<file path="src/hw/rtl/quoted_token_splitter_assert.svh">
// Assertion macros shared by the quoted token splitter modules.
`ifndef QUOTED_TOKEN_SPLITTER_ASSERT_SVH
`define QUOTED_TOKEN_SPLITTER_ASSERT_SVH

// Check that a condition implies another in the same cycle.
`define QTS_ASSERT_NOW(label, cond_a, cond_b, msg) \
   label: assert property (@(posedge clock) disable iff (reset) (cond_a) |-> (cond_b)) \
      else $error(msg);

// Check that a condition implies another in the following cycle.
`define QTS_ASSERT_NEXT(label, cond_a, cond_b, msg) \
   label: assert property (@(posedge clock) disable iff (reset) (cond_a) |=> (cond_b)) \
      else $error(msg);

`endif

</file>
<file path="src/hw/rtl/qts_pkg.sv">
// Types, constants and helpers shared by the quoted token splitter.
`timescale 1ns / 1ps

package qts_pkg;

   localparam int BYTE_W      = 8;
   localparam int CSR_INDEX_W = 3;
   localparam int CSR_DATA_W  = 8;
   localparam int DCOUNT_W    = 3;

   localparam logic [BYTE_W-1:0] BACKSLASH_CHAR = 8'd92;

   // Register indexes of the configuration port
   localparam logic [CSR_INDEX_W-1:0] CSR_DELIM_A     = 3'd0;
   localparam logic [CSR_INDEX_W-1:0] CSR_DELIM_B     = 3'd1;
   localparam logic [CSR_INDEX_W-1:0] CSR_DELIM_C     = 3'd2;
   localparam logic [CSR_INDEX_W-1:0] CSR_DELIM_D     = 3'd3;
   localparam logic [CSR_INDEX_W-1:0] CSR_DELIM_COUNT = 3'd4;
   localparam logic [CSR_INDEX_W-1:0] CSR_QUOTE_CHAR  = 3'd5;

   // Register reset values
   localparam logic [BYTE_W-1:0]   DELIM_A_RESET     = 8'd32;
   localparam logic [BYTE_W-1:0]   DELIM_B_RESET     = 8'd9;
   localparam logic [BYTE_W-1:0]   DELIM_C_RESET     = 8'd13;
   localparam logic [BYTE_W-1:0]   DELIM_D_RESET     = 8'd10;
   localparam logic [DCOUNT_W-1:0] DELIM_COUNT_RESET = 3'd4;
   localparam logic [BYTE_W-1:0]   QUOTE_CHAR_RESET  = 8'd34;

   typedef enum logic [1:0] {
      MODE_SKIP   = 2'd0,
      MODE_PLAIN  = 2'd1,
      MODE_QUOTED = 2'd2
   } scan_mode_type;

   // One result word without its end-of-item flag
   typedef struct packed {
      logic [BYTE_W-1:0] token_byte;
      logic              byte_valid;
      logic              token_end;
   } rsp_word_type;

   // One queued item: one or two result words
   typedef struct packed {
      logic         two;
      rsp_word_type r0;
      rsp_word_type r1;
   } entry_type;

   function automatic rsp_word_type byte_word(input logic [BYTE_W-1:0] b);
      rsp_word_type w;
      w.token_byte = b;
      w.byte_valid = 1'b1;
      w.token_end  = 1'b0;
      return w;
   endfunction

   function automatic rsp_word_type end_word();
      rsp_word_type w;
      w.token_byte = '0;
      w.byte_valid = 1'b0;
      w.token_end  = 1'b1;
      return w;
   endfunction

endpackage

</file>
<file path="src/hw/rtl/qts_chan_if.sv">
// Handshake channel interfaces for the splitter's input and result words.
`timescale 1ns / 1ps

interface qts_req_if;
   logic       valid;
   logic       ready;
   logic [7:0] text_byte;
   logic       string_end;

   modport source (output valid, output text_byte, output string_end, input ready);
   modport sink   (input valid, input text_byte, input string_end, output ready);
endinterface

interface qts_rsp_if;
   logic       valid;
   logic       ready;
   logic [7:0] token_byte;
   logic       byte_valid;
   logic       token_end;
   logic       last_of_item;

   modport source (output valid, output token_byte, output byte_valid,
                   output token_end, output last_of_item, input ready);
   modport sink   (input valid, input token_byte, input byte_valid,
                   input token_end, input last_of_item, output ready);
endinterface

</file>
<file path="src/hw/rtl/qts_front.sv">
// Front end: configuration registers, byte classification and scan state machine.
`timescale 1ns / 1ps
`include "quoted_token_splitter_assert.svh"

module qts_front (
   input  logic                              clock,
   input  logic                              reset,
   input  logic                              csr_wr_en,
   input  logic [qts_pkg::CSR_INDEX_W-1:0]   csr_index,
   input  logic [qts_pkg::CSR_DATA_W-1:0]    csr_wr_data,
   input  logic                              req_valid,
   input  logic [qts_pkg::BYTE_W-1:0]        text_byte,
   input  logic                              string_end,
   output logic                              req_ready,
   input  logic                              queue_ready,
   output logic                              push_valid,
   output qts_pkg::entry_type                push_entry
);
   import qts_pkg::*;

   logic [BYTE_W-1:0]   delim_a_ff, delim_b_ff, delim_c_ff, delim_d_ff, quote_char_ff;
   logic [DCOUNT_W-1:0] delim_count_ff;
   scan_mode_type       mode_ff, mode_in;
   logic                esc_ff, esc_in;

   logic       accept;
   logic       is_delim, quote_on, is_quote, is_bs, q_is_bs;
   logic [1:0] result_count;
   rsp_word_type r0, r1;

   // Write configuration registers
   always_ff @(posedge clock) begin
      if (reset) begin
         delim_a_ff     <= DELIM_A_RESET;
         delim_b_ff     <= DELIM_B_RESET;
         delim_c_ff     <= DELIM_C_RESET;
         delim_d_ff     <= DELIM_D_RESET;
         delim_count_ff <= DELIM_COUNT_RESET;
         quote_char_ff  <= QUOTE_CHAR_RESET;
      end else if (csr_wr_en) begin
         unique case (csr_index)
            CSR_DELIM_A:     delim_a_ff     <= csr_wr_data;
            CSR_DELIM_B:     delim_b_ff     <= csr_wr_data;
            CSR_DELIM_C:     delim_c_ff     <= csr_wr_data;
            CSR_DELIM_D:     delim_d_ff     <= csr_wr_data;
            CSR_DELIM_COUNT: delim_count_ff <= csr_wr_data[DCOUNT_W-1:0];
            CSR_QUOTE_CHAR:  quote_char_ff  <= csr_wr_data;
            default: ;
         endcase
      end
   end

   assign req_ready = queue_ready;
   assign accept    = req_valid && queue_ready;

   // Classify the incoming byte; counts above four act as four
   assign is_delim = ((delim_count_ff >= 3'd1) && (text_byte == delim_a_ff))
                  || ((delim_count_ff >= 3'd2) && (text_byte == delim_b_ff))
                  || ((delim_count_ff >= 3'd3) && (text_byte == delim_c_ff))
                  || ((delim_count_ff >= 3'd4) && (text_byte == delim_d_ff));
   assign quote_on = (quote_char_ff != '0);
   assign is_quote = (text_byte == quote_char_ff);
   assign is_bs    = (text_byte == BACKSLASH_CHAR);
   assign q_is_bs  = (quote_char_ff == BACKSLASH_CHAR);

   // Next scan state
   always_comb begin
      mode_in = mode_ff;
      esc_in  = esc_ff;
      unique case (mode_ff)
         MODE_PLAIN: begin
            if (string_end || is_delim) mode_in = MODE_SKIP;
         end
         MODE_QUOTED: begin
            if (string_end) begin
               mode_in = MODE_SKIP;
               esc_in  = 1'b0;
            end else if (esc_ff) begin
               esc_in = 1'b0;
               if (is_quote) begin
                  mode_in = MODE_QUOTED;
               end else if (q_is_bs) begin
                  // held escape closes the token; this byte may open a plain one
                  mode_in = is_delim ? MODE_SKIP : MODE_PLAIN;
               end else if (is_bs) begin
                  esc_in = 1'b1;
               end
            end else if (is_bs) begin
               esc_in = 1'b1;
            end else if (is_quote) begin
               mode_in = MODE_SKIP;
            end
         end
         default: begin
            mode_in = MODE_SKIP;
            esc_in  = 1'b0;
            if (!string_end && !is_delim) begin
               mode_in = (quote_on && is_quote) ? MODE_QUOTED : MODE_PLAIN;
            end
         end
      endcase
   end

   // Result words caused by this byte
   always_comb begin
      result_count = 2'd0;
      r0           = end_word();
      r1           = end_word();
      unique case (mode_ff)
         MODE_PLAIN: begin
            result_count = 2'd1;
            if (!(string_end || is_delim)) r0 = byte_word(text_byte);
         end
         MODE_QUOTED: begin
            if (string_end) begin
               if (esc_ff && !q_is_bs) begin
                  result_count = 2'd2;
                  r0           = byte_word(BACKSLASH_CHAR);
               end else begin
                  result_count = 2'd1;
               end
            end else if (esc_ff) begin
               if (is_quote) begin
                  result_count = 2'd1;
                  r0           = byte_word(text_byte);
               end else if (q_is_bs) begin
                  result_count = is_delim ? 2'd1 : 2'd2;
                  r1           = byte_word(text_byte);
               end else begin
                  r0           = byte_word(BACKSLASH_CHAR);
                  result_count = is_bs ? 2'd1 : 2'd2;
                  r1           = byte_word(text_byte);
               end
            end else if (is_bs) begin
               result_count = 2'd0;
            end else begin
               result_count = 2'd1;
               if (!is_quote) r0 = byte_word(text_byte);
            end
         end
         default: begin
            if (!string_end && !is_delim && !(quote_on && is_quote)) begin
               result_count = 2'd1;
               r0           = byte_word(text_byte);
            end
         end
      endcase
   end

   assign push_valid    = accept && (result_count != 2'd0);
   assign push_entry.two = (result_count == 2'd2);
   assign push_entry.r0  = r0;
   assign push_entry.r1  = r1;

   // Advance scan state on each accepted byte
   always_ff @(posedge clock) begin
      if (reset) begin
         mode_ff <= MODE_SKIP;
         esc_ff  <= 1'b0;
      end else if (accept) begin
         mode_ff <= mode_in;
         esc_ff  <= esc_in;
      end
   end

   `QTS_ASSERT_NOW(a_esc_only_quoted, esc_ff, mode_ff == MODE_QUOTED, "escape held outside quoted token")
   `QTS_ASSERT_NOW(a_end_word_shape, push_valid && !push_entry.r0.byte_valid, push_entry.r0.token_end && (push_entry.r0.token_byte == '0), "bad end marker")

endmodule

</file>
<file path="src/hw/rtl/qts_queue.sv">
// Short queue of classified items between the front and back ends.
`timescale 1ns / 1ps
`include "quoted_token_splitter_assert.svh"

module qts_queue #(
   parameter int DEPTH = 4
) (
   input  logic               clock,
   input  logic               reset,
   input  logic               push_valid,
   input  qts_pkg::entry_type push_entry,
   output logic               push_ready,
   output logic               head_valid,
   output qts_pkg::entry_type head_entry,
   input  logic               pop
);
   import qts_pkg::*;

   localparam int PTR_W = (DEPTH > 1) ? $clog2(DEPTH) : 1;
   localparam int CNT_W = $clog2(DEPTH + 1);
   localparam logic [PTR_W-1:0] LAST_PTR = PTR_W'(DEPTH - 1);
   localparam logic [CNT_W-1:0] FULL_CNT = CNT_W'(DEPTH);

   entry_type        slots [DEPTH];
   logic [PTR_W-1:0] wr_ptr_ff, wr_ptr_in, rd_ptr_ff, rd_ptr_in;
   logic [CNT_W-1:0] count_ff, count_in;
   logic             do_push, do_pop;

   assign push_ready = (count_ff != FULL_CNT);
   assign head_valid = (count_ff != '0);
   assign head_entry = slots[rd_ptr_ff];
   assign do_push    = push_valid && push_ready;
   assign do_pop     = pop && head_valid;

   // Advance pointers with wrap and track fill level
   always_comb begin
      wr_ptr_in = wr_ptr_ff;
      rd_ptr_in = rd_ptr_ff;
      count_in  = count_ff;
      if (do_push) wr_ptr_in = (wr_ptr_ff == LAST_PTR) ? '0 : wr_ptr_ff + 1'b1;
      if (do_pop)  rd_ptr_in = (rd_ptr_ff == LAST_PTR) ? '0 : rd_ptr_ff + 1'b1;
      if (do_push && !do_pop)      count_in = count_ff + 1'b1;
      else if (!do_push && do_pop) count_in = count_ff - 1'b1;
   end

   always_ff @(posedge clock) begin
      if (reset) begin
         wr_ptr_ff <= '0;
         rd_ptr_ff <= '0;
         count_ff  <= '0;
      end else begin
         wr_ptr_ff <= wr_ptr_in;
         rd_ptr_ff <= rd_ptr_in;
         count_ff  <= count_in;
      end
   end

   // Store entries
   always_ff @(posedge clock) begin
      if (do_push) slots[wr_ptr_ff] <= push_entry;
   end

   `QTS_ASSERT_NOW(a_count_bound, 1'b1, count_ff <= FULL_CNT, "queue count beyond depth")
   `QTS_ASSERT_NOW(a_no_push_full, push_valid, count_ff != FULL_CNT, "push into full queue")

endmodule

</file>
<file path="src/hw/rtl/qts_back.sv">
// Back end: unpacks queued items into result words behind an output register.
`timescale 1ns / 1ps
`include "quoted_token_splitter_assert.svh"

module qts_back (
   input  logic                  clock,
   input  logic                  reset,
   input  logic                  head_valid,
   input  qts_pkg::entry_type    head_entry,
   output logic                  pop,
   input  logic                  rsp_ready,
   output logic                  rsp_valid,
   output qts_pkg::rsp_word_type rsp_word,
   output logic                  rsp_last
);
   import qts_pkg::*;

   logic         rsp_valid_ff, rsp_valid_in;
   rsp_word_type word_ff, word_in;
   logic         last_ff, last_in;
   logic         sel_ff, sel_in;
   logic         load;

   assign load = !rsp_valid_ff || rsp_ready;

   // Load the next word; drop the head entry after its last word
   always_comb begin
      rsp_valid_in = rsp_valid_ff;
      word_in      = word_ff;
      last_in      = last_ff;
      sel_in       = sel_ff;
      pop          = 1'b0;
      if (load) begin
         rsp_valid_in = head_valid;
         if (head_valid) begin
            word_in = sel_ff ? head_entry.r1 : head_entry.r0;
            last_in = !head_entry.two || sel_ff;
            if (head_entry.two && !sel_ff) begin
               sel_in = 1'b1;
            end else begin
               sel_in = 1'b0;
               pop    = 1'b1;
            end
         end
      end
   end

   always_ff @(posedge clock) begin
      if (reset) begin
         rsp_valid_ff <= 1'b0;
         sel_ff       <= 1'b0;
      end else begin
         rsp_valid_ff <= rsp_valid_in;
         sel_ff       <= sel_in;
      end
   end

   always_ff @(posedge clock) begin
      word_ff <= word_in;
      last_ff <= last_in;
   end

   assign rsp_valid = rsp_valid_ff;
   assign rsp_word  = word_ff;
   assign rsp_last  = last_ff;

   `QTS_ASSERT_NEXT(a_second_word_follows, rsp_valid_ff && rsp_ready && !last_ff, rsp_valid_ff, "second word of item missing")
   `QTS_ASSERT_NOW(a_pop_needs_head, pop, head_valid, "pop from empty queue")

endmodule

</file>
<file path="src/hw/rtl/quoted_token_splitter.sv">
// Top level of the quoted token splitter.
`timescale 1ns / 1ps
// Splits a byte stream into tokens separated by up to four delimiter bytes,
// with optional quoted tokens (backslash escapes the quote byte).
// req_chan: one text byte per word, or a string-end mark that closes any token.
// rsp_chan: token bytes as they arrive, each token closed by an end marker
//   word; last_of_item flags the final word caused by one input word.
// csr_*: write-only registers, index 0..5 = delim_a, delim_b, delim_c,
//   delim_d, delim_count, quote_char; write only while the block is idle.
// Path: an accepted word's results are written into the queue, then loaded
//   into the output register when it is empty or its word is taken.
// Throughput: one input word per cycle while the queue has room; the output
//   register delivers one result word per cycle while rsp_chan is ready,
//   so a word causing two results yields two result words, absorbed by
//   the QUEUE_DEPTH-entry queue between front and back.
// Reset (synchronous, active high) restores register defaults, empties the
//   queue and returns the scanner to skipping delimiters.
// A stalled receiver holds the output word; req_chan.ready drops only when
//   the queue is full.

module quoted_token_splitter #(
   parameter int QUEUE_DEPTH = 4
) (
   input  logic                            clock,
   input  logic                            reset,
   qts_req_if.sink                         req_chan,
   qts_rsp_if.source                       rsp_chan,
   input  logic                            csr_wr_en,
   input  logic [qts_pkg::CSR_INDEX_W-1:0] csr_index,
   input  logic [qts_pkg::CSR_DATA_W-1:0]  csr_wr_data
);
   import qts_pkg::*;

   logic         queue_ready, push_valid, head_valid, pop;
   entry_type    push_entry, head_entry;
   logic         front_ready;
   logic         rsp_valid, rsp_last;
   rsp_word_type rsp_word;

   // Classify bytes and run the scanner
   qts_front u_front (
      .clock       (clock),
      .reset       (reset),
      .csr_wr_en   (csr_wr_en),
      .csr_index   (csr_index),
      .csr_wr_data (csr_wr_data),
      .req_valid   (req_chan.valid),
      .text_byte   (req_chan.text_byte),
      .string_end  (req_chan.string_end),
      .req_ready   (front_ready),
      .queue_ready (queue_ready),
      .push_valid  (push_valid),
      .push_entry  (push_entry)
   );

   // Hold pending items
   qts_queue #(.DEPTH(QUEUE_DEPTH)) u_queue (
      .clock      (clock),
      .reset      (reset),
      .push_valid (push_valid),
      .push_entry (push_entry),
      .push_ready (queue_ready),
      .head_valid (head_valid),
      .head_entry (head_entry),
      .pop        (pop)
   );

   // Emit result words
   qts_back u_back (
      .clock      (clock),
      .reset      (reset),
      .head_valid (head_valid),
      .head_entry (head_entry),
      .pop        (pop),
      .rsp_ready  (rsp_chan.ready),
      .rsp_valid  (rsp_valid),
      .rsp_word   (rsp_word),
      .rsp_last   (rsp_last)
   );

   assign req_chan.ready        = front_ready;
   assign rsp_chan.valid        = rsp_valid;
   assign rsp_chan.token_byte   = rsp_word.token_byte;
   assign rsp_chan.byte_valid   = rsp_word.byte_valid;
   assign rsp_chan.token_end    = rsp_word.token_end;
   assign rsp_chan.last_of_item = rsp_last;

endmodule
</file>
<file path="src/flat_wrapper.sv">
// flat-port wrapper written by rule: the top's interface ports become plain ports
module quoted_token_splitter_flat import qts_pkg::*;
#(
   parameter int QUEUE_DEPTH = 4
)
  (clock, reset, csr_wr_en, csr_index, csr_wr_data, req_chan_valid, req_chan_text_byte, req_chan_string_end, req_chan_ready, rsp_chan_valid, rsp_chan_token_byte, rsp_chan_byte_valid, rsp_chan_token_end, rsp_chan_last_of_item, rsp_chan_ready);
  qts_req_if req_chan_i ();
  qts_rsp_if rsp_chan_i ();
  input  logic clock;
  input  logic reset;
  input  logic csr_wr_en;
  input  logic [qts_pkg::CSR_INDEX_W-1:0] csr_index;
  input  logic [qts_pkg::CSR_DATA_W-1:0] csr_wr_data;
  input wire logic [$bits(req_chan_i.valid)-1:0] req_chan_valid;
  input wire logic [$bits(req_chan_i.text_byte)-1:0] req_chan_text_byte;
  input wire logic [$bits(req_chan_i.string_end)-1:0] req_chan_string_end;
  output wire logic [$bits(req_chan_i.ready)-1:0] req_chan_ready;
  output wire logic [$bits(rsp_chan_i.valid)-1:0] rsp_chan_valid;
  output wire logic [$bits(rsp_chan_i.token_byte)-1:0] rsp_chan_token_byte;
  output wire logic [$bits(rsp_chan_i.byte_valid)-1:0] rsp_chan_byte_valid;
  output wire logic [$bits(rsp_chan_i.token_end)-1:0] rsp_chan_token_end;
  output wire logic [$bits(rsp_chan_i.last_of_item)-1:0] rsp_chan_last_of_item;
  input wire logic [$bits(rsp_chan_i.ready)-1:0] rsp_chan_ready;
  assign req_chan_i.valid = req_chan_valid;
  assign req_chan_i.text_byte = req_chan_text_byte;
  assign req_chan_i.string_end = req_chan_string_end;
  assign req_chan_ready = req_chan_i.ready;
  assign rsp_chan_valid = rsp_chan_i.valid;
  assign rsp_chan_token_byte = rsp_chan_i.token_byte;
  assign rsp_chan_byte_valid = rsp_chan_i.byte_valid;
  assign rsp_chan_token_end = rsp_chan_i.token_end;
  assign rsp_chan_last_of_item = rsp_chan_i.last_of_item;
  assign rsp_chan_i.ready = rsp_chan_ready;
  quoted_token_splitter #(.QUEUE_DEPTH(QUEUE_DEPTH)) u_core (.clock(clock), .reset(reset), .req_chan(req_chan_i), .rsp_chan(rsp_chan_i), .csr_wr_en(csr_wr_en), .csr_index(csr_index), .csr_wr_data(csr_wr_data));
endmodule
</file>
<file path="config.mk">
export PLATFORM = sky130hd
export DESIGN_NAME = quoted_token_splitter_flat
export DESIGN_NICKNAME = d
export VERILOG_FILES = /design/src/hw/rtl/qts_pkg.sv /design/src/hw/rtl/qts_chan_if.sv /design/src/hw/rtl/qts_front.sv /design/src/hw/rtl/qts_queue.sv /design/src/hw/rtl/qts_back.sv /design/src/hw/rtl/quoted_token_splitter.sv /design/src/flat_wrapper.sv
export VERILOG_INCLUDE_DIRS = /design/src /design/src/hw/rtl
export SDC_FILE = /design/constraint.sdc
export NUM_CORES = 1
export LEC_CHECK = 0
export ABC_AREA = 1
export BUFFER_PORTS_ARGS = -buffer_cell sky130_fd_sc_hd__buf_2
export CAP_MARGIN = 20
export CORE_MARGIN = 5
export CORE_UTILIZATION = 55
export DETAILED_ROUTE_END_ITERATION = 8
export GPL_TIMING_DRIVEN = 0
export PLACE_DENSITY = 0.76
export SLEW_MARGIN = 40
export SYNTH_ARGS = -nofsm -noshare
export SYNTH_HDL_FRONTEND = slang
export SYNTH_HIERARCHICAL = 1
export SYNTH_SLANG_ARGS = --single-unit
</file>
<file path="constraint.sdc">
create_clock -name clock -period 2.65 [get_ports clock]
set_input_delay 0.265 -clock clock [delete_from_list [all_inputs] [get_ports clock]]
set_output_delay 0.265 -clock clock [all_outputs]
set_load 0.05 [all_outputs]
</file>
* Word level (Yosys, flattened, before mapping)
Memory sizes are Yosys's and may differ from the RTL's. A register that Yosys moved wholly into a read port is not among the register bits. Cells that the tools add are included. Widths: inputs -> output; s select.
Word-level totals: register bits 66, memory bits (writable) 84, bits of input ports 25, output and inout bits 13, memories 1
Operators by class: $add $sub $neg 4, magnitude comparators 4, equality and inequality tests 22, mux-type cells 53, bitwise operators 1, reductions and logical operators 44
Memory list:
- u_core.u_queue.slots | words 4, width 21, rd ports 1, clocked after memory_dff 1, wr ports 1, line qts_queue.sv:24 | entry_type slots [DEPTH];
Operator list (count):
- $mux 10 | 11
- $eq 8x8->1 | 5
- $mux 2 | 20
- $pmux 10 s2 | 1
- $mux 9 | 2
- $eq 8x7->1 const B | 2
- $reduce_and 2->1 | 8
- $logic_and 1x1->1 | 15
- $mux 1 | 14
- $ne 4x4->1 const B | 3
- $logic_not 1->1 | 9
- $eq 2x2->1 const B | 4
- $pmux 2 s2 | 2
- $reduce_bool 8->1 | 1
- $eq 3x2->1 const B | 2
- $eq 3x3->1 const B | 2
- $ge 3x2->1 const B | 2
- $logic_or 1x1->1 | 6
- $mux 3 | 2
- $reduce_and 5->1 | 1
- $add 2x1->2 const B | 2
- $reduce_bool 2->1 | 2
- $add 3x1->3 const B | 1
- $eq 3x1->1 const B | 1
- other kinds (10) | 10

* Logic depth before layout (Yosys ltp)
Gate-level depths: netlist of the first run.
depth after elaboration 18, mapped depth 29

* Modules after synthesis
The synthesis of the first run kept the hierarchy.
By module, submodules not included:
- qts_queue | instances 1, cells each 273, area each 3709.8 um^2
- qts_front | instances 1, cells each 458, area each 2902.8 um^2
- qts_back | instances 1, cells each 58, area each 566.8 um^2

* Worst setup path after synthesis of the first run
No wires, ideal clock.
kind in2reg, start point in req_chan_text_byte[7], end point mem u_core/u_queue/slots[3][0] in the netlist's numbering, enable pin, setup time 0.399 ns, arrival time 2.508 ns, required time 2.251 ns, path slack -0.256 ns, stages on the path 20, path buffers 1, path through buf_6 -> inv_4 -> nand2_2 -> nand2_1 -> nand2_1 -> nor2_1 -> nand2_1 -> nor2_1 -> nor2_2 -> nand2_2 -> nand2_1 -> nand2_1 -> nand2_1 -> nand2_1 -> nand2_1 -> nand2_1 -> nand2_1 -> a21oi_2 -> nand2_4 -> nor2_1
Between the ends: longest elaborated chain between the ends 16
Ends and longest elaborated chain:
- start: declaration | line flat_wrapper.sv:15 | input wire logic [$bits(req_chan_i.text_byte)-1:0] req_chan_text_byte;
- $eq 8x8->1, on equally long branches | line qts_front.sv:57, qts_front.sv:58
- $logic_and 1x1->1, on equally long branches | line qts_front.sv:57, qts_front.sv:58
- $logic_or 1x1->1 | line qts_front.sv:58 | || ((delim_count_ff >= 3'd2) && (text_byte == delim_b_ff))
- $logic_or 1x1->1 | line qts_front.sv:59 | || ((delim_count_ff >= 3'd3) && (text_byte == delim_c_ff))
- $logic_or 1x1->1 | line qts_front.sv:60 | || ((delim_count_ff >= 3'd4) && (text_byte == delim_d_ff));
- $mux 2 | line qts_front.sv:127 | result_count = is_delim ? 2'd1 : 2'd2;
- $mux 2 | line qts_front.sv:126 | end else if (q_is_bs) begin
- $mux 2 | line qts_front.sv:123 | if (is_quote) begin
- $mux 2 | line qts_front.sv:122 | end else if (esc_ff) begin
- $mux 2 | line qts_front.sv:115 | if (string_end) begin
- $pmux 2 s2 * | line qts_front.sv:109 | unique case (mode_ff)
- $reduce_bool 2->1 * | line qts_front.sv:150 | assign push_valid = accept && (result_count != 2'd0);
- $logic_and 1x1->1 * | line qts_front.sv:150
- named net u_core.push_valid | line quoted_token_splitter.sv:34 | logic queue_ready, push_valid, head_valid, pop;
- $logic_and 1x1->1 * | line qts_queue.sv:32 | assign do_push = push_valid && push_ready;
- $mux 1 * | line qts_queue.sv:60 | if (do_push) slots[wr_ptr_ff] <= push_entry;
- $mux 1 (not written as such) * | line qts_queue.sv:60
- end: declaration | line qts_queue.sv:24
The timed path passes the listed nets; every way through them passes the cells marked *.

* Worst setup path after layout of the first run
start point reg u_core.u_front.quote_char_ff[6], end point reg u_core.u_queue.count_ff[2]
Between the ends: longest elaborated chain between the ends 12
Ends and longest elaborated chain:
- start: declaration | line qts_front.sv:21 | logic [BYTE_W-1:0] delim_a_ff, delim_b_ff, delim_c_ff, delim_d_ff, quote_char_ff;
- start signal: assignment | line qts_front.sv:47 | CSR_QUOTE_CHAR: quote_char_ff <= csr_wr_data;
- $eq 8x7->1 (tied with other cells) | line qts_front.sv:64 | assign q_is_bs = (quote_char_ff == BACKSLASH_CHAR);
- $mux 2 (tied with other cells) | line qts_front.sv:126
- $mux 2 (tied with other cells) | line qts_front.sv:123
- $mux 2 (tied with other cells) | line qts_front.sv:122
- $mux 2 or $mux 1 (tied branches) | line qts_front.sv:115, qts_front.sv:142
- $pmux 2 s2 * | line qts_front.sv:109
- $reduce_bool 2->1 * | line qts_front.sv:150
- $logic_and 1x1->1 * | line qts_front.sv:150
- named net u_core.push_valid | line quoted_token_splitter.sv:34
- $logic_and 1x1->1 * | line qts_queue.sv:32
- named net u_core.u_queue.do_push | line qts_queue.sv:27 | logic do_push, do_pop;
- $logic_not 1->1 | line qts_queue.sv:43 | else if (!do_push && do_pop) count_in = count_ff - 1'b1;
- $logic_and 1x1->1 | line qts_queue.sv:43
- $reduce_bool 2->1 (no line)
- end signal: assignment | line qts_queue.sv:54 | count_ff <= count_in;
- end: declaration | line qts_queue.sv:26 | logic [CNT_W-1:0] count_ff, count_in;
Marked as above. A chain may end at the register's enable or synchronous reset.

==> results of run 1 <==
-- per-stage QoR --
step	hold WS [ns]	worst slack, ns	util (%)
after CTS	0.139	-0.0636	66.2
after floorplan	0.334	-0.256	-
after global placement	0.457	-1.28	59.3
final	0.149	-0.203	67.0
after global routing	0.162	-0.358	67.0
after detailed placement	0.459	-0.445	60.2
-- cells in the final DEF, fill, tap and decap left out, types with 4 or more instances in the layout --
cell type / count
a21oi_1: 36
buf_12: 5
buf_2: 33
buf_4: 22
buf_6: 14
clkbuf_1: 9
clkbuf_16: 18
clkinv_1: 8
clkinv_2: 4
dfxtp_1: 47
dfxtp_2: 10
edfxtp_1: 95
ha_1: 7
inv_1: 61
inv_2: 10
inv_4: 7
nand2_1: 149
nand2_2: 12
nand2_4: 7
nand3_1: 13
nand4_1: 9
nor2_1: 129
nor2_2: 7
nor2_4: 7
o211ai_1: 7
o21ai_0: 59
o21ai_1: 23
o22ai_1: 20
xnor2_1: 4
xor2_1: 9
-- routing by layer --
layer / vias up / GRT usage [%]
li1: 2769 / -
met1: 2834 / 26.7
met2: 312 / 41.8
met5: - / 0
met3: 71 / 5.10
met4: 0 / 9.54
-- sequential cells by signal (all words and copies together), names as in the netlist, 3 cells and up, named ones only --
signal	cells
u_core/u_queue/slots	84
u_core/u_back/rsp_word	10
u_core/u_front/delim_a_ff	8
u_core/u_front/delim_b_ff	8
u_core/u_front/delim_c_ff	8
u_core/u_front/delim_d_ff	8
u_core/u_front/quote_char_ff	8
u_core/u_front/delim_count_ff	3
u_core/u_queue/count_ff	3
-- cell type report --
| type | instances | area (um2) | area share (%) |
|---|---|---|---|
| repair buffers | 54 | 437 | 5.13 |
| flip-flops and latches | 152 | 4010 | 47.0 |
| multi-input cells | 522 | 2690 | 31.6 |
| clock inverters | 12 | 134 | 1.57 |
| clock buffers | 19 | 433 | 5.08 |
| plain buffers | 32 | 265 | 3.11 |
| inverters | 83 | 337 | 3.95 |
| well taps | 172 | 215 | 2.53 |
-- worst max path at each step --
stage,to,slack [ns],depth (start not counted)
2_1_floorplan,u_core/u_queue/slots[3][0],-0.26,20
3_3_place_gp,u_core/u_queue/slots[3][8],-1.28,19
3_5_place_dp,u_core/u_queue/count_ff[2],-0.45,28
4_1_cts,u_core/u_queue/count_ff[2],-0.06,26
5_1_grt,u_core/u_queue/count_ff[2],-0.36,22
6_report,u_core/u_queue/count_ff[2],-0.20,20
-- tightest hold or removal path, cell delays in order --
cell and delay (ns):
buf_2 0.13, nand2_1 0.06, nand3_1 0.07
-- cells by family (layout without fill, tap and decap cells) --
family / count (synthesis) / after routing
AOI/OAI and AO/OA: 155 / 155
xor gates and xnor gates: 14 / 14
adders and majority gates: 9 / 9
buffers and inverters: 115 / 200
DFF: 152 / 152
and+or+nand+nor: 344 / 344
-- power groups by stage --
| stage | sequential (W) | clock (W) | combinational, W |
|---|---|---|---|
| floorplan | 0.00348 | 0 | 0.00162 |
| global placement | 0.00315 | 0 | 0.00254 |
| detailed placement | 0.00316 | 0 | 0.00271 |
| CTS | 0.00311 | 0.00236 | 0.00288 |
| global route | 0.00314 | 0.00247 | 0.00320 |
| finish | 0.00312 | 0.00234 | 0.00296 |
-- timing repair --
action                                  CTS  global route
hold buffers                              0             0
setup buffers                            17             4
endpoints found under the setup margin   54            90
gates resized for setup                  17            17
cloned                                    0             1
pin swaps                                17            16
==> flow_metrics.py, run 1 <==
metrics = {
    "run_status": {
        "outcome": "finished, violations left",
        "violations": "negative setup slack",
    },
    "synthesis": {
        "synthCells": 789,
        "async_flop_share_pct": 0,
        "ys_top_cells_by_area": "edfxtp_1 40%, dfxtp_1 16%, nand2_1 7.9%",
        "synth-simple-area-share_pct": 20.6,
        "yosys_warnings": 6,
        "synth_compound_area_share_pct": 11.9,
        "ys_seq_area_share_pct": 55.6,
        "synth_fa_ha_area_share_pct": 1.67,
        "synth_top_flop_cell": "edfxtp_1",
        "muxShareOfSynthArea_pct": 0,
        "netlist_area_um2": 7180,
        "synth_top_family_by_area": "simple AND/OR/NAND/NOR gates",
        "synth_top_cell_area_share_pct": 39.7,
        "synthXorXnorAreaFrac_pct": 1.81,
        "synth_edf_count": 95,
        "synthDistinctLibCells": 43,
        "yosys.cell_count.top_type": "nand2_1",
        "ys_ff_latch": 152,
        "syn-mean-instance-area_um2": 9.10,
        "synth_largest_area_cell": "edfxtp_1",
        "synth_common_cells": "152 x nand2_1, 136 x nor2_1, 95 x edfxtp_1",
        "syn_nets": 823,
    },
    "route": {
        "viasPerCell": 5.72,
        "routed_wl_um": 18800,
        "antenna_left": 0,
        "dr_wl_met2_um": 9540,
        "vias": 5986,
        "wirelength_met1_um": 7070,
        "highest_layer": "met4",
        "route.detailed.drc": 0,
        "dr.pass1.iters": 6,
        "drt-wirelength-per-cell_um": 18.0,
        "dr_wl_met3_um": 1450,
        "drt_iter0_drc": 847,
    },
    "layout": {
        "fillers": 990,
        "area_delta_synth_final_pct": 18.7,
        "final_cell_area_um2": 8520,
        "nets": 896,
        "drive_above_1_share_pct": 20.7,
        "final_cells": 1046,
        "antenna_cells": 0,
    },
    "timing": {
        "post-route-period-util_pct": 108,
        "max_slew.worst_pin.slew_ns": 0.526,
        "max_slew_margin_pct": 64.5,
        "hold_viol_final": 0,
        "min_period_ns": 2.85,
        "finalSetupTns_ns": -1.76,
        "grt_setup_unrepaired": "true",
        "finClkSkew_ns": 0.00538,
        "setup_viol": 72,
        "fin_ws_ns": -0.203,
        "final_max_slew_viol_count": 0,
        "clock.fmax_mhz": 351,
    },
    "floorplan": {
        "initial_core_util_pct": 56.4,
        "dieArea_um2": 15400,
        "core_area_um2": 12700,
        "rows": 41,
        "die_h_um": 124,
        "ios": 38,
        "die_w_um": 124,
    },
    "grt": {
        "grt_pass1_vias": 5685,
        "grt_first_pass_wirelength_um": 28400,
        "track_usage_pct": 23.2,
        "grt_start_max_net_pins": 17,
        "antenna_found_initial": 0,
        "gr-total-overflow": 0,
    },
    "clock_network": {
        "cts_root_buf": "clkbuf_16",
        "tritoncts": "yes",
        "cts_buffers": 17,
        "htree_levels": 4,
        "clkTransAtPathRegs_ns": 0.06,
        "cts_buffer_depth": 2,
        "cts_sinks": 152,
        "worstSkewPairLatency_ns": 0.42,
    },
    "setup_path": {
        "cp_max_fo": 4,
        "crit_path_cell_trace": "nand2_1 > nor2_1 > nand4_1 > a21oi_1 > inv_1 > nand2_1 > nand2_1 > nand2_2 > nand2_2 > a21oi_4 > nand2_4 > inv_2 > ha_4 > inv_2 > fa_2 > nand2_1 > nand3_1 > nand2_1 > inv_1 > nor2_1",
        "worst_path_max_delay_cell": "dfxtp_2",
        "r2r-start": "u_core/u_front/quote_char_ff[6]",
        "crit_start": "u_core/u_front/quote_char_ff[6]",
        "arrival_ns": 3.20,
        "rr_worst_depth": 20,
        "crit_required_ns": 3.00,
        "path_class": "register to register",
        "reg2reg_to": "u_core/u_queue/count_ff[2]",
        "end_kind": "register",
        "crit_family": "simple AND/OR/NAND/NOR gates",
        "critPathBufInv": 4,
        "cpMostUsedCell": "nand2_1",
        "cp-start-kind": "register",
        "ff2ff_setup_slack_ns": -0.20,
        "slowest_delay_ns": 0.36,
    },
    "pwr": {
        "p_int_w": 0.00541,
        "vdd_drop_max_mv": 0.489,
        "total_leakage_power_nw": 3.44,
        "power_frac_clock_pct": 27.8,
        "power_density_nw_per_um2": 989,
        "power.switching_w": 0.00301,
        "power.total_w": 0.00842,
        "p_seq_share_pct": 37.0,
        "pwr-share-comb_pct": 35.2,
        "netSwitchingFraction_pct": 35.7,
    },
    "place": {
        "dp_cells": 994,
        "gp_congestion": 0.955,
        "dp_hpwl_um": 12100,
        "portBuffers": 29,
        "postPlaceCellArea_um2": 7650,
    },
    "job": {
        "maxCapViolCount": 0,
    },
    "min_path": {
        "hold_end": "u_core/u_front/delim_a_ff[5]",
        "hold-path-cell-count": 3,
        "worstHoldPathType": "input pin to register",
        "min-delay-start": "csr_wr_data[5]",
    },
}
(Power assumes the default switching activity.)
==> run 2, diff against run 1 <==
CTS_BUF_LIST = sky130_fd_sc_hd__clkbuf_8 sky130_fd_sc_hd__clkbuf_16   (was default)
==> run 2 against run 1 <==
The run still ends with negative setup slack left. Utilization unchanged. Sequential power hardly changed. Wire length rose by 0.50%. Largest cell class unchanged. Critical path type unchanged. Total power hardly changed. Largest power group unchanged. Clock skew rose by 0.0023 ns. Sequential cell count did not move.
==> flow_metrics.py, run 2 (synthesis gave the netlist of run 1 again) <==
metrics = {
    "timing": {
        "hold_viol_final": 0,
        "setup_viol": 76,
        "post-route-period-util_pct": 108,
        "finClkSkew_ns": 0.00771,
        "clock.fmax_mhz": 350,
        "grt_setup_unrepaired": "true",
        "max_slew.worst_pin.slew_ns": 0.530,
        "fin_ws_ns": -0.207,
        "min_period_ns": 2.86,
        "hold_ws_ns": 0.151,
        "max_slew_margin_pct": 64.3,
        "final_max_slew_viol_count": 0,
    },
    "clock_network": {
        "tritoncts": "yes",
        "cts_buffers": 17,
        "cts_root_buf": "clkbuf_16",
        "htree_levels": 4,
        "worstSkewPairLatency_ns": 0.42,
        "cts_sinks": 152,
        "postCtsHoldBufs": 0,
        "clkTransAtPathRegs_ns": 0.06,
        "cts_buffer_depth": 2,
    },
    "route": {
        "routed_wl_um": 18900,
        "antenna_left": 0,
        "dr.pass1.iters": 5,
        "vias": 5978,
        "drt-wirelength-per-cell_um": 18.1,
        "viasPerCell": 5.72,
        "route.detailed.drc": 0,
        "drt_iter0_drc": 744,
    },
    "pwr": {
        "netSwitchingFraction_pct": 35.8,
        "p_seq_share_pct": 37.0,
        "power_frac_clock_pct": 27.7,
        "power_density_nw_per_um2": 989,
        "vdd_drop_max_mv": 0.489,
        "pwr-share-comb_pct": 35.3,
        "power.switching_w": 0.00302,
        "p_int_w": 0.00541,
        "total_leakage_power_nw": 3.45,
        "power.total_w": 0.00842,
    },
    "grt": {
        "grt_pass1_vias": 5686,
        "track_usage_pct": 23.2,
        "grt_first_pass_wirelength_um": 28400,
        "gr-total-overflow": 0,
        "antenna_found_initial": 0,
        "grt_start_max_net_pins": 17,
    },
    "layout": {
        "drive_above_1_share_pct": 20.7,
        "largest_register_ffs": 84,
        "nets": 896,
        "mostFrequentLayoutCell": "nand2_1",
        "final_cell_mix": "149 x nand2_1, 129 x nor2_1, 95 x edfxtp_1",
        "final_core_util_pct": 67.0,
        "area_delta_synth_final_pct": 18.7,
        "regMostFlops": "u_core/u_queue/slots",
        "antenna_cells": 0,
    },
    "run_status": {
        "violations": "negative setup slack",
        "outcome": "finished, violations left",
    },
    "place": {
        "portBuffers": 29,
        "dp_slack_ns": -0.445,
        "dp_hpwl_um": 12100,
        "gp_congestion": 0.955,
    },
    "setup_path": {
        "worst_path_max_delay_cell": "a21oi_1",
        "slowest_delay_ns": 0.35,
        "crit_start": "u_core/u_front/quote_char_ff[5]",
        "end_kind": "register",
        "cpMostUsedCell": "nand2_1",
        "r2r-start": "u_core/u_front/quote_char_ff[5]",
        "critPathBufInv": 5,
        "cp_max_fo": 3,
        "path_class": "register to register",
        "crit_required_ns": 3.00,
        "arrival_ns": 3.21,
        "crit_path_cell_trace": "inv_1 > nand2_1 > nor2_1 > nand4_1 > a21oi_1 > inv_1 > nand2_1 > nand2_1 > nand2_2 > nand2_2 > a21oi_4 > nand2_4 > inv_2 > ha_4 > inv_2 > fa_2 > inv_1 > nand2_1 > nand4_1 > nand2_1 > nor2_1",
        "cp-start-kind": "register",
        "crit_family": "simple AND/OR/NAND/NOR gates",
    },
    "floorplan": {
        "initial_core_util_pct": 56.4,
        "dieArea_um2": 15400,
        "die_h_um": 124,
        "core_area_um2": 12700,
        "rows": 41,
        "ios": 38,
        "die_w_um": 124,
    },
    "min_path": {
        "min-delay-start": "csr_wr_data[5]",
        "worstHoldPathType": "input pin to register",
    },
    "job": {
        "maxCapViolCount": 0,
    },
}
run 2: cell count changes in the layout (fill, tap and decap cells not counted):
cell and change:
inv_1 +2, clkbuf_1 -2
run 2: cell type report:
type | count | area, um2
repair buffers | 54 | 437
plain buffers | 32 | 265
multi-input cells | 522 | 2690
well taps | 172 | 215
flip-flops and latches | 152 | 4010
clock buffers | 17 | 425
inverters | 83 | 337
fillers | 990 | 4200
clock inverters | 14 | 141
run 2: worst paths after layout:
path	cells past startpoint	to	slack [ns]
min	3	u_core/u_front/delim_a_ff[5]	0.15
max	21	u_core/u_queue/count_ff[2]	-0.21
max reg2reg	21	u_core/u_queue/count_ff[2]	-0.21
min reg2reg	2	u_core/u_front/delim_c_ff[4]	0.47
run 2: tightest hold or removal path, stage by stage:
cell,delay [ns]
buf_2,0.13
nand2_1,0.06
nand3_1,0.07
run 2: per-stage QoR:
stage,TNS (ns),area (um2),instances
after global placement,-101.98,7540,990
after detailed placement,-9.58,7650,994
after CTS,-0.0854,8420,1042
after floorplan,-21.54,7180,789
after global routing,-10.50,8520,1046
final,-2.41,8520,1046
run 2: timing repair:
| action | 4_1_cts | 5_1_grt |
|---|---|---|
| gates cloned | 0 | 1 |
| setup buffers | 17 | 4 |
| gates resized for setup | 17 | 17 |
| pin swaps | 17 | 16 |
| setup endpoints to repair | 54 | 90 |
run 2: routing by layer:
metal	global-route usage [%]	vias to the layer above	part of all wire, %
li1	-	2761	-
met1	26.7	2836	38
met2	41.8	312	50
met3	5.10	69	7.7
met4	9.54	0	3.9
met5	0	-	0
run 2: power groups by stage:
stage / sequential, W / combinational (W) / clock, W
after floorplan: 0.00348 / 0.00162 / 0
after global placement: 0.00315 / 0.00254 / 0
after detailed placement: 0.00316 / 0.00271 / 0
after CTS: 0.00311 / 0.00288 / 0.00235
after global routing: 0.00314 / 0.00320 / 0.00246
final: 0.00312 / 0.00297 / 0.00233
==> run 3, diff against run 2 <==
CELL_PAD_IN_SITES_DETAIL_PLACEMENT = 2   (was default)
CELL_PAD_IN_SITES_GLOBAL_PLACEMENT = 2   (was default)
CORE_UTILIZATION = 35   (was 55)
GPL_ROUTABILITY_DRIVEN = 1   (was default)
PLACE_DENSITY = default   (was 0.76)
PLACE_DENSITY_LB_ADDON = 0.1   (was default)
SETUP_SLACK_MARGIN = 0.02   (was default)
==> run 3 against run 2 <==
The run still ends with negative setup slack left. Clock skew is 0.0022 ns higher. Worst hold slack better by 0.0047 ns. Fmax is 2.4% higher. Cell count is 9.2% higher. Final area is 2.9% higher. Critical path type unchanged.
==> flow_metrics.py, run 3 (synthesis gave the netlist of run 1 again) <==
metrics = {
    "timing": {
        "grt_setup_unrepaired": "true",
        "post-route-period-util_pct": 105,
        "min_period_ns": 2.79,
        "final_max_slew_viol_count": 0,
        "finClkSkew_ns": 0.00992,
        "clock.fmax_mhz": 358,
        "max_slew_margin_pct": 55.0,
        "fin_ws_ns": -0.140,
        "hold_viol_final": 0,
        "hold_ws_ns": 0.156,
        "max_slew.worst_pin.slew_ns": 0.672,
        "setup_viol": 47,
    },
    "floorplan": {
        "die_w_um": 153,
        "die_h_um": 153,
        "dieArea_um2": 23500,
        "ios": 38,
        "rows": 52,
        "initial_core_util_pct": 35.5,
        "core_area_um2": 20200,
    },
    "route": {
        "drt_iter0_drc": 205,
        "routed_wl_um": 24100,
        "drt-wirelength-per-cell_um": 21.1,
        "antenna_left": 0,
        "route.detailed.drc": 0,
        "dr.pass1.iters": 4,
        "vias": 5831,
        "viasPerCell": 5.11,
    },
    "pwr": {
        "total_leakage_power_nw": 3.46,
        "p_int_w": 0.00538,
        "power_frac_clock_pct": 28.2,
        "power.total_w": 0.00870,
        "power.switching_w": 0.00331,
        "power_density_nw_per_um2": 992,
        "netSwitchingFraction_pct": 38.1,
        "vdd_drop_max_mv": 0.407,
        "pwr-share-comb_pct": 35.9,
        "p_seq_share_pct": 35.9,
    },
    "place": {
        "gp_congestion": 0.823,
        "dp_hpwl_um": 16700,
        "dp_slack_ns": -0.626,
        "portBuffers": 29,
        "postPlaceCellArea_um2": 7780,
    },
    "layout": {
        "fillers": 2175,
        "final_cell_mix": "140 x nand2_1, 118 x nor2_1, 95 x edfxtp_1",
        "area_delta_synth_final_pct": 22.1,
        "nets": 893,
        "antenna_cells": 0,
        "mostFrequentLayoutCell": "nand2_1",
        "final_cell_area_um2": 8760,
        "drive_above_1_share_pct": 25.7,
        "regMostFlops": "u_core/u_queue/slots",
        "largest_register_ffs": 84,
        "final_core_util_pct": 43.3,
    },
    "min_path": {
        "min-delay-start": "rsp_chan_ready",
        "worstHoldPathType": "input pin to register",
        "hold_end": "u_core/u_back/rsp_valid",
        "hold-path-cell-count": 4,
    },
    "setup_path": {
        "end_kind": "register",
        "r2r-start": "u_core/u_front/delim_d_ff[2]",
        "cp_max_fo": 2,
        "crit_required_ns": 3.01,
        "slowest_delay_ns": 0.35,
        "reg2reg_to": "u_core/u_queue/count_ff[2]",
        "path_class": "register to register",
        "cp-start-kind": "register",
        "ff2ff_setup_slack_ns": -0.14,
        "rr_worst_depth": 26,
        "worst_path_max_delay_cell": "fa_2",
        "cpMostUsedCell": "nand2_1",
        "arrival_ns": 3.15,
    },
    "grt": {
        "antenna_found_initial": 0,
        "track_usage_pct": 20.4,
        "grt_pass1_vias": 6606,
        "grt_first_pass_wirelength_um": 36700,
        "grt_start_max_net_pins": 17,
        "gr-total-overflow": 0,
    },
    "job": {
        "maxCapViolCount": 0,
    },
    "clock_network": {
        "cts_buffer_depth": 2,
        "htree_levels": 4,
        "tritoncts": "yes",
        "cts_root_buf": "clkbuf_16",
        "cts_buffers": 17,
        "clkTransAtPathRegs_ns": 0.07,
        "cts_sinks": 152,
        "worstSkewPairLatency_ns": 0.42,
    },
    "run_status": {
        "violations": "negative setup slack",
        "outcome": "finished, violations left",
    },
}
[run 3: cell types whose count changed in the layout (fill, tap and decap cells not counted), moves of 5 or more]
cell	delta
buf_4	-7
clkinv_1	-5
dfxtp_1	-7
dfxtp_2	+6
inv_1	-10
inv_2	+6
inv_6	+5
nand2_1	-9
nand2_2	+10
nor2_1	-11
nor2_2	+10
[run 3: worst max path at each step]
stage	start	endpoint
floorplan	req_chan_text_byte[7]	u_core/u_queue/slots[3][0]
global placement	req_chan_text_byte[0]	u_core/u_queue/slots[3][2]
detailed placement	req_chan_text_byte[0]	u_core/u_queue/count_ff[2]
CTS	u_core/u_front/delim_a_ff[6]	u_core/u_queue/count_ff[2]
global route	u_core/u_front/delim_d_ff[2]	u_core/u_queue/count_ff[2]
finish	u_core/u_front/delim_d_ff[2]	u_core/u_queue/count_ff[2]
[run 3: power groups by stage]
stage	Clock [W]	Combinational [W]	Sequential (W)
after CTS	0.00251	0.00301	0.00313
after floorplan	0	0.00162	0.00348
after global placement	0	0.00269	0.00316
final	0.00245	0.00312	0.00312
after detailed placement	0	0.00289	0.00317
after global routing	0.00262	0.00340	0.00316
[run 3: timing repair]
| item | in CTS | in global routing |
|---|---|---|
| endpoints found under the setup margin | 87 | 118 |
| hold buffers | 0 | 0 |
| gates cloned | 0 | 2 |
| buffers inserted | 12 | 4 |
| resized for setup | 42 | 40 |
| pin swaps | 31 | 21 |
[run 3: cell type report]
cell class                      count  area, um2  area share, %
Clock buffer                       17        425           4.85
Tap cell                          270        338           3.85
Buffer                             32        265           3.03
Inverter                           83        345           3.94
Clock inverter                     15        166           1.90
Timing Repair Buffer               51        449           5.12
Sequential cell                   152       4020           45.8
Multi-Input combinational cell    522       2760           31.5
[run 3: layer usage]
metal | GRT usage [%] | share of wire [%] | wire, um
met5 | 0 | 0 | 0
met1 | 23.4 | 41 | 9950
met3 | 3.17 | 2.4 | 575
met2 | 38.4 | 54 | 13000
met4 | 6.66 | 2.5 | 603
[run 3: critical path, delay by kind of cell, from the launching register on]
kind                     cells  cell delay [ns]
adder cells (fa/ha/maj)      2             0.50
AO/OA/AOI/OAI                1             0.16
AND/OR/NAND/NOR             19             1.49
buffers and inverters        4             0.23
flip-flops                   1             0.33
[run 3: per-stage QoR]
step           instances  setup TNS [ns]
3_5_place_dp        1092          -22.02
5_1_grt             1142          -11.19
2_1_floorplan        789          -21.54
6_report            1142          -0.912
4_1_cts             1136          -0.245
3_3_place_gp        1088         -125.30
